[src/rtl/core/double_add_mul_div_unit_macros.svh]
// Assertion macros for the binary64 add/mul/div unit.
`ifndef DOUBLE_ADD_MUL_DIV_UNIT_MACROS_SVH
`define DOUBLE_ADD_MUL_DIV_UNIT_MACROS_SVH

// Same-cycle implication, sampled on clk, off during reset.
`define DADMD_ASSERT_NOW(label, ante, cons, msg) \
	label: assert property (@(posedge clk) disable iff (!arst_n) (ante) |-> (cons)) \
		else $error(msg);

// Next-cycle implication, sampled on clk, off during reset.
`define DADMD_ASSERT_NEXT(label, ante, cons, msg) \
	label: assert property (@(posedge clk) disable iff (!arst_n) (ante) |=> (cons)) \
		else $error(msg);

`endif

[src/rtl/core/dadmd_pkg.sv]
// Shared types and constants for the binary64 add/mul/div unit.
package dadmd_pkg;

	localparam logic [1:0] MODE_ADD = 2'd0;
	localparam logic [1:0] MODE_MUL = 2'd1;
	localparam logic [1:0] MODE_DIV = 2'd2;

	localparam int EXP_W = 14;
	localparam logic [10:0] EXP_ALL = 11'h7FF;
	localparam logic [63:0] ALL_ONES = 64'hFFFF_FFFF_FFFF_FFFF;
	localparam logic [6:0] DIV_LAST = 7'd64;
	localparam logic [6:0] MUL_LAST = 7'd3;

	typedef enum logic [3:0] {
		ST_IDLE,
		ST_SETUP,
		ST_ALIGN,
		ST_SUM,
		ST_MUL,
		ST_DNORM,
		ST_DIV,
		ST_NORM,
		ST_PACK
	} state_t;

	typedef struct packed {
		logic load;
		logic setup;
		logic add_align;
		logic add_sum;
		logic mul_step;
		logic dnorm_step;
		logic div_step;
		logic norm_step;
		logic pack;
	} dadmd_cmd_t;

	typedef struct packed {
		logic       special;
		logic [1:0] mode;
		logic       mul_last;
		logic       dnorm_done;
		logic       div_last;
		logic       norm_done;
	} dadmd_sts_t;

endpackage

[src/rtl/core/dadmd_ctrl.sv]
// Controller state machine: sequences the datapath and owns the handshakes.
module dadmd_ctrl import dadmd_pkg::*; (
	input  logic       clk,
	input  logic       arst_n,
	input  logic       in_valid,
	output logic       in_stall,
	output logic       out_valid,
	input  logic       out_stall,
	input  dadmd_sts_t sts,
	output dadmd_cmd_t cmd
);

	state_t state_q, state_d;
	logic   out_valid_q, out_valid_d;

	always_ff @(posedge clk or negedge arst_n) begin
		if (!arst_n) begin
			state_q <= ST_IDLE;
			out_valid_q <= 1'b0;
		end else begin
			state_q <= state_d;
			out_valid_q <= out_valid_d;
		end
	end

	always_comb begin
		state_d = state_q;
		cmd = '0;
		unique case (state_q)
			ST_IDLE: begin
				if (in_valid) begin
					cmd.load = 1'b1;
					state_d = ST_SETUP;
				end
			end
			ST_SETUP: begin
				cmd.setup = 1'b1;
				if (sts.special) state_d = ST_PACK;
				else begin
					unique case (sts.mode)
						MODE_ADD: state_d = ST_ALIGN;
						MODE_MUL: state_d = ST_MUL;
						default:  state_d = ST_DNORM;
					endcase
				end
			end
			ST_ALIGN: begin
				cmd.add_align = 1'b1;
				state_d = ST_SUM;
			end
			ST_SUM: begin
				cmd.add_sum = 1'b1;
				state_d = ST_NORM;
			end
			ST_MUL: begin
				cmd.mul_step = 1'b1;
				if (sts.mul_last) state_d = ST_NORM;
			end
			ST_DNORM: begin
				if (sts.dnorm_done) state_d = ST_DIV;
				else cmd.dnorm_step = 1'b1;
			end
			ST_DIV: begin
				cmd.div_step = 1'b1;
				if (sts.div_last) state_d = ST_NORM;
			end
			ST_NORM: begin
				if (sts.norm_done) state_d = ST_PACK;
				else cmd.norm_step = 1'b1;
			end
			ST_PACK: begin
				if (!out_valid_q || !out_stall) begin
					cmd.pack = 1'b1;
					state_d = ST_IDLE;
				end
			end
			default: begin
				state_d = ST_IDLE;
			end
		endcase
	end

	always_comb begin
		if (cmd.pack) out_valid_d = 1'b1;
		else if (out_valid_q && !out_stall) out_valid_d = 1'b0;
		else out_valid_d = out_valid_q;
	end

	assign in_stall = (state_q != ST_IDLE);
	assign out_valid = out_valid_q;

endmodule

[config.mk]
export PLATFORM = sky130hd
export DESIGN_NAME = dadmd_ctrl
export DESIGN_NICKNAME = d
export VERILOG_FILES = /design/src/rtl/core/double_add_mul_div_unit_macros.svh /design/src/rtl/core/dadmd_pkg.sv /design/src/rtl/core/dadmd_ctrl.sv
export SDC_FILE = /design/constraint.sdc
export NUM_CORES = 1
export LEC_CHECK = 0
export ABC_CLOCK_PERIOD_IN_PS = 1770
export BUFFER_PORTS_ARGS = -buffer_cell sky130_fd_sc_hd__buf_2
export CELL_PAD_IN_SITES_DETAIL_PLACEMENT = 0
export CELL_PAD_IN_SITES_GLOBAL_PLACEMENT = 1
export CORE_MARGIN = 1.5
export CORE_UTILIZATION = 26
export DETAILED_ROUTE_END_ITERATION = 16
export HOLD_SLACK_MARGIN = 0.08
export PLACE_DENSITY = 0.79
export REMOVE_ABC_BUFFERS = 1
export SLEW_MARGIN = 10
export SYNTH_ARGS = -nofsm -noshare
export SYNTH_HDL_FRONTEND = slang
export SYNTH_SLANG_ARGS = --single-unit
export TNS_END_PERCENT = 50
[constraint.sdc]
create_clock -name clk -period 1.77 [get_ports clk]
set_input_delay 0.177 -clock clk [delete_from_list [all_inputs] [get_ports clk]]
set_output_delay 0.177 -clock clk [all_outputs]
set_load 0.01 [all_outputs]
# Word level (Yosys, flattened, before mapping)
# Index checks and enable logic that the tools add are counted.
[totals]
regBits = 5
inputBits = 11
out_inout_bits = 11
elab_cells = 50
[op_classes]
eq_ne = 15
n_mux = 24
n_reduce_logical = 9
[ops]
columns = ["operator", "n"]
rows = [
  ["4-bit one-hot mux with 9 select lines", 1],
  ["4-bit two-way mux", 7],
  ["4-bit by 3-bit equality test with 1-bit output, second input constant", 4],
  ["1-bit two-way mux", 15],
  ["2-bit inequality test, second input constant", 6],
  ["4-bit by 2-bit equality test with 1-bit output, second input constant", 2],
  ["3-bit one-hot mux with 2 select lines", 1],
  ["6-bit AND reduction", 1],
  ["4-bit by 1-bit equality test with 1-bit output, second input constant", 1],
  ["4-bit equality test, second input constant", 1],
  ["4-bit logical NOT", 1],
  ["4-bit nonzero test", 1],
  ["2-bit by 1-bit equality test with 1-bit output, second input constant", 1],
  ["1-bit logical NOT", 2],
  ["2-bit logical NOT", 1],
  ["2-bit nonzero test", 1],
  ["1-bit logical AND", 1],
  ["1-bit logical OR", 1],
]

# Longest topological paths before layout
# Gate-level depths: netlist of the first run.
[logic_depth]
ltp_word = 5
depth_mapped = 5
depth_no_buf = 4

# Least setup slack after synthesis of the first run
# Ideal clock, no wire load.
[synth_timing]
kind = "register -> register"
startpoint = "reg state_q[3]"
endpoint = "reg state_q[1]"
setup_time_ps = 125
t_arrival_ps = 1569
t_required_ps = 1645
path_slack_ps = 76
path_stages_with_launch = 5
n_path_buf = 1
period_less_slack_ps = 1694
cell_sequence = "dfrtp_1 -> buf_6 -> or4_4 -> o211ai_2 -> mux2_4"
[synth_via]
elab_chain_len = 3
elab_cells_between_ends = 17
classes_between = "eq/ne: 14; mux: 1; reduce/logical: 2"
[synth_lines]
columns = ["element", "line_no", "rtl"]
rows = [
  ["start, declared", "dadmd_ctrl.sv:13", "state_t state_q, state_d;"],
  ["start signal, assigned", "dadmd_ctrl.sv:21", "state_q <= state_d;"],
  ["4-bit equality test (tied with other cells)", "dadmd_ctrl.sv:29", "unique case (state_q)"],
  ["2-bit inequality test (no line)", "--", ""],
  ["6-bit AND reduction (no line)", "--", ""],
]
# Parallel ways exist; a longest one is shown, timed or not.
# A chain may end at the register's enable or synchronous reset.

# Final worst setup path of the first run
[layout_timing]
startpoint = "reg state_q[2]"
endpoint = "reg state_q[1]"
# Same word-level chain as after synthesis.

==> flow_metrics.tcl, run 1 <==
set metrics [dict create \
    status "complete, no violations" \
    crit_fanout 4 \
    ioPinCount 22 \
    grt_max_degree 12 \
    avgSynthCellArea_um2 8.110 \
    finalInstanceArea_um2 616.8 \
    die_y_um 44.04 \
    core_mm2 0.001541 \
    n_antenna_cell 0 \
    nNetsFinal 93 \
    fp-row-count 14 \
    cp_slowest_cell "or4b_4" \
    finClkSkew_ns 0.002433 \
    overflow 0 \
    finalCritPeriodShare_pct 97.22 \
    die_x_um 44.04 \
    rsz0062_at_grt "false" \
    synth-edff-count 0 \
    relSlewSlack_pct 81.80 \
    initialDrtViolationCount 10 \
    hold_start "out_stall" \
    wirelength_um 1107 \
    cts_num_sinks 5 \
    nFillCells 166 \
    drtPass1Iterations 4 \
    place.gp.congestion 0.8017 \
    cts_tree "done" \
    synthFlopType "dfrtp_1" \
    viasPerCell 5.093 \
    holdWs_ns 0.1661 \
    clk_pin_slew_worst_paths_ns 0.05 \
    clock_power_share_pct 13.2 \
    max_stage_delay_ns 0.55 \
    crit_path_cell_trace "or4b_4 -> or2_4 -> o211ai_2 -> mux2_4" \
    r2r_cells 4 \
    cp-end-kind "flip-flop" \
    dp_hpwl_um 870.4 \
    wire_per_inst_um 11.41 \
    r2r-start "state_q[2]$_DFFE_PN0P_" \
    cp_top_family "simple AND/OR/NAND/NOR gates" \
    vias 494 \
    placed_cells_incl_taps 92 \
    critPathBufInv 0 \
    worstPathArrival_ns 1.85 \
    synth_area_um2 437.9 \
    criticalPathCategory "reg2reg" \
    grt_pass1_vias 423 \
    pwr-share-seq_pct 19.9 \
    setup_viol 0 \
    synth.yosys.seq_area_share_pct 28.57 \
    p_sw_share_pct 43.52 \
    worstPathRequired_ns 1.90 \
    holdCritPathClass "in2reg" \
    drc 0 \
    powerDensity_mw_per_mm2 1672 \
    placed_cell_area_um2 576.8 \
    netlist_instances 54 \
    peakVddDrop_v 0.0006586 \
    path_depth 4 \
    period_minus_slack_ns 1.721 \
    worstHoldPathCells 3 \
    yosys_warnings 0 \
    comb_power_share_pct 67.0 \
    worst_setup_path_start_kind "flip-flop" \
    p_switching_uw 448.7 \
    seq_area_um2 125.1 \
    fmax_ghz 0.5811 \
    maxCapViolations 0 \
    yosysUniqueCellTypes 30 \
    port_buffers 21 \
    root_buffer "clkbuf_4" \
    leakagePower_uw 0.0003302 \
    ys_ff_latch 5 \
    grt_usage_pct 12.89 \
    syn_to_final_growth_pct 40.86 \
    drive_above_1_share_pct 46.91 \
    multiInputGateArea_um2 272.8 \
    internal_power_uw 582.4 \
    htreeDepth 1 \
    insertion_delay_ns 0.25 \
    antenna_found_initial 0 \
    cts_inserted_buffers 3 \
    fin_cells 97 \
    cp-startpoint "state_q[2]$_DFFE_PN0P_" \
    grt_pass1_wl_um 1766 \
    slew_viol_final 0 \
    async_reset_ff_share_pct 100.0 \
    start_util_pct 28.41 \
    hold_viol_final 0 \
    final_antenna_net_count 0 \
    clockBufferDepth 2 \
    cts_setup_buffers 0 \
    worst_pin_slew_ns 0.2695 \
    die-area_mm2 0.001940 \
]
## synth_stat cells (2+ instances only)
cell type  instances  area, µm²
clkbuf_1           2      7.510
nor2_1             4      15.01
inv_1              3      11.26
dfrtp_1            5      125.1
nand2_1            6      22.52
mux2i_1            2      20.02
o21ai_0            3      15.01
nor3_1             6      30.03
a21oi_1            2      10.01
## state kept, by name, indices dropped and copies added (netlist names)
register,cells
out_valid,1
state_q,4
## through the flow
stage	total power, µW	worst slack, ns	TNS [ns]	utilization [%]
3_5_place_dp	888.3	0.05343	0	37.42
5_1_grt	1115	0.001568	0	40.02
4_1_cts	1033	0.03492	0	39.85
3_3_place_gp	885.7	0.04466	0	37.42
6_report	1031	0.04914	0	40.02
2_1_floorplan	623.3	-0.02112	-0.02112	-
## placed cells by master, fill, tap and decap left out, types with 2 or more instances in the layout
master | synthesis | routed
inv_1 | 3 | 3
clkbuf_4 | 0 | 3
nand2_1 | 6 | 6
buf_4 | 1 | 6
nor3_1 | 6 | 6
o21ai_0 | 3 | 3
mux2i_1 | 2 | 2
buf_2 | 1 | 21
nor2_1 | 4 | 4
dfrtp_1 | 5 | 5
a21oi_1 | 2 | 2
## final cells by class
cell class,count,area share [%]
clock buffer,3,3.651
clock inverter,1,0.8114
inverter,3,1.826
multi-input combinational,41,44.22
sequential,5,20.28
tap,16,3.245
timing repair buffer,28,25.96
## worst reg2reg max path: stages (launching register included)
cell and delay [ns]:
dfrtp_1 0.40, or4b_4 0.55, or2_4 0.25, o211ai_2 0.08, mux2_4 0.32
## final timing paths
kind,slack (ns),to
worst max-delay path,0.05,state_q[1]$_DFFE_PN0P_
worst min-delay path,0.17,out_valid$_DFFE_PN0P_
worst max register to register,0.05,state_q[1]$_DFFE_PN0P_
worst min register to register,0.51,out_valid$_DFFE_PN0P_
max in group asynchronous,1.36,state_q[1]$_DFFE_PN0P_
min in group asynchronous,0.28,state_q[0]$_DFFE_PN0P_
## logic make-up after synthesis
kind of cell           synth area share (%)
AND/OR/NAND/NOR                       33.43
multiplexers                          7.999
buffers and inverters                 9.714
flip-flops                            28.57
AO/OA/AOI/OAI                         20.29
## routing by layer
metal	global-route usage [%]	share of wire, %	vias up
met1	16.24	47	230
met2	18.82	45	13
met3	6.122	5.4	4
met5	0	0	-
met4	5.455	1.8	0
li1	-	-	247
## power by group through the flow
stage | sequential (µW) | combinational [µW] | clock [µW]
5_1_grt | 210 | 752 | 154
6_report | 205 | 691 | 136
3_3_place_gp | 201 | 684 | 0
3_5_place_dp | 204 | 684 | 0
2_1_floorplan | 264 | 360 | 0
4_1_cts | 204 | 690 | 139
## what timing repair did
item,in CTS,in global routing
hold endpoints to repair,5,0
hold buffers,1,0
endpoints found under the setup margin,0,1
resized for setup,0,1
No activity file was read; power rests on OpenSTA's default activity.
==> run 2, diff against run 1 <==
Settings changed: ABC_AREA set to 1, CORE_UTILIZATION 26 to 25, PLACE_DENSITY 0.79 to 0.8.
==> flow_metrics.tcl, run 2 <==
set metrics [dict create \
    dp_hpwl_um 955.5 \
    grt_pass1_wl_um 1911 \
    path_depth 4 \
    finClkSkew_ns 0.0002667 \
    nNetsFinal 120 \
    die_x_um 46.90 \
    critPathBufInv 1 \
    start_util_pct 27.30 \
    cp-startpoint "state_q[1]$_DFFE_PN0P_" \
    place.gp.congestion 0.7582 \
    die_y_um 46.90 \
    leakagePower_uw 0.0004511 \
    powerDensity_mw_per_mm2 1633 \
    yosysUniqueCellTypes 12 \
    finalSetupTns_ns 0 \
    grt_max_degree 8 \
    ys_ff_latch 5 \
    drtPass1Iterations 4 \
    clockBufferDepth 2 \
    internal_power_uw 503.2 \
    synth.yosys.seq_area_share_pct 25.97 \
    viasPerCell 4.030 \
    r2r-start "state_q[1]$_DFFE_PN0P_" \
    p_switching_uw 552.8 \
    cts_setup_buffers 0 \
    worstPathRequired_ns 1.59 \
    initialDrtViolationCount 11 \
    fin_cells 133 \
    wirelength_um 1088 \
    cts_inserted_buffers 3 \
    maxCapViolations 0 \
    n_antenna_cell 0 \
    clk_pin_slew_worst_paths_ns 0.04 \
    placed_cells_incl_taps 128 \
    root_buffer "clkbuf_4" \
    fp-row-count 15 \
    cts_tree "done" \
    drive_above_1_share_pct 29.63 \
    die-area_mm2 0.002199 \
    worst_pin_slew_ns 0.2358 \
    synth-edff-count 0 \
    hold_start "out_stall" \
    slew_viol_final 0 \
    port_buffers 21 \
    layout_commonest_cell "nand2_1" \
    crit_path_cell_trace "nor2_2 -> nand2_1 -> nor2_1 -> buf_2" \
    overflow 0 \
    avgSynthCellArea_um2 5.804 \
    cp-end-kind "output pin" \
    insertion_delay_ns 0.24 \
    max_stage_delay_ns 0.44 \
    cts_num_sinks 5 \
    grt_usage_pct 12.25 \
    rsz0062_at_grt "false" \
    largest_reg_flops 4 \
    synthFlopType "dfrtp_1" \
    cp_slowest_cell "dfrtp_1" \
    vias 536 \
    core_mm2 0.001764 \
    yosys_warnings 0 \
    worstHoldPathCells 3 \
    nFillCells 226 \
    grt_pass1_vias 489 \
    ioPinCount 22 \
    fmax_ghz 0.6845 \
    synth_area_um2 481.7 \
    cp_top_family "simple AND/OR/NAND/NOR gates" \
    netlist_instances 83 \
    r2r_cells 8 \
    clock_power_share_pct 12.1 \
    final_core_util_pct 36.67 \
    pwr-share-seq_pct 22.2 \
    p_sw_share_pct 52.35 \
    final_antenna_net_count 0 \
    status "complete, no violations" \
    peakVddDrop_v 0.0006804 \
    crit_fanout 7 \
    criticalPathCategory "reg2out" \
    largest_register "state_q" \
    relSlewSlack_pct 84.27 \
    final_cell_mix "nand2_1, buf_2, inv_1" \
    finalCritPeriodShare_pct 82.53 \
    setup_viol 0 \
    cts_resized 0 \
    synth_most_common_cell "nand2_1" \
    drc 0 \
    async_reset_ff_share_pct 100.0 \
    syn_to_final_growth_pct 34.29 \
    yosysTopAreaCell "dfrtp_1" \
    antenna_found_initial 0 \
    comb_power_share_pct 65.7 \
    holdWs_ns 0.1703 \
    holdCritPathClass "in2reg" \
    worstPathArrival_ns 1.28 \
    period_minus_slack_ns 1.461 \
    wire_per_inst_um 8.180 \
    worst_setup_path_start_kind "flip-flop" \
    htreeDepth 1 \
    synth_common_cells "nand2_1, inv_1, nor2_1" \
    ctsHoldBuffers 1 \
    synth.area.top_cells "dfrtp_1, nand2_1, inv_1" \
    hold_viol_final 0 \
    synth_top_area_share_pct 25.97 \
]
[run 2: final cells by class]
type | instances | area, µm² | share of cell area (%)
Sequential cell | 5 | 125.1 | 19.34
Timing Repair Buffer | 22 | 115.1 | 17.79
Tap cell | 25 | 31.28 | 4.836
Inverter | 17 | 63.81 | 9.865
Clock buffer | 4 | 26.28 | 4.062
Multi-Input combinational cell | 60 | 285.3 | 44.10
[run 2: cells by family (layout without fill, tap and decap cells)]
kind of cell           Yosys count  in the layout  share of synthesized area [%]
buffers and inverters           18             43                          14.81
AND/OR/NAND/NOR                 58             58                          57.14
AO/OA/AOI/OAI                    2              2                          2.076
flip-flops                       5              5                          25.97
[run 2: stage by stage]
stage	worst slack [ns]	power [µW]	instance area [µm²]
after floorplan	0.6353	746.9	474.2
after global placement	0.5418	944.7	610.6
after detailed placement	0.5561	937.0	610.6
after global routing	0.2149	1196	646.9
final	0.3092	1056	646.9
after CTS	0.2874	1075	646.9
[run 2: final timing paths]
| path | to | slack [ns] |
|---|---|---|
| min in group asynchronous | state_q[1]$_DFFE_PN0P_ | 0.28 |
| hold / removal | out_valid$_DFFE_PN0P_ | 0.17 |
| setup / recovery | cmd[8] | 0.31 |
| hold reg to reg | out_valid$_DFFE_PN0P_ | 0.49 |
| setup reg to reg | state_q[1]$_DFFE_PN0P_ | 0.56 |
| max in group asynchronous | state_q[2]$_DFFE_PN0P_ | 1.36 |
[run 2: routing by layer]
layer  global-route usage (%)  vias to the layer above  part of all wire, %
met4                    5.000                        0                 0.92
met3                    3.462                        2                  5.4
met2                    17.53                       17                   42
met1                    17.29                      222                   51
met5                        0                        -                    0
li1                         -                      295                    -
[run 2: worst register-to-register path: stages (launching register included)]
cell and delay, ns:
dfrtp_1 0.44, nand2_1 0.12, inv_1 0.07, nand2_1 0.08
nand2_1 0.08, nor2_1 0.12, nand3_1 0.08, nand2_1 0.07
nand2_1 0.05
[run 2: power by group through the flow]
stage / clock network (µW) / registers (µW) / logic, µW
floorplan: 0 / 229 / 518
global placement: 0 / 233 / 712
detailed placement: 0 / 234 / 703
CTS: 135 / 233 / 708
global route: 147 / 245 / 805
finish: 128 / 234 / 694
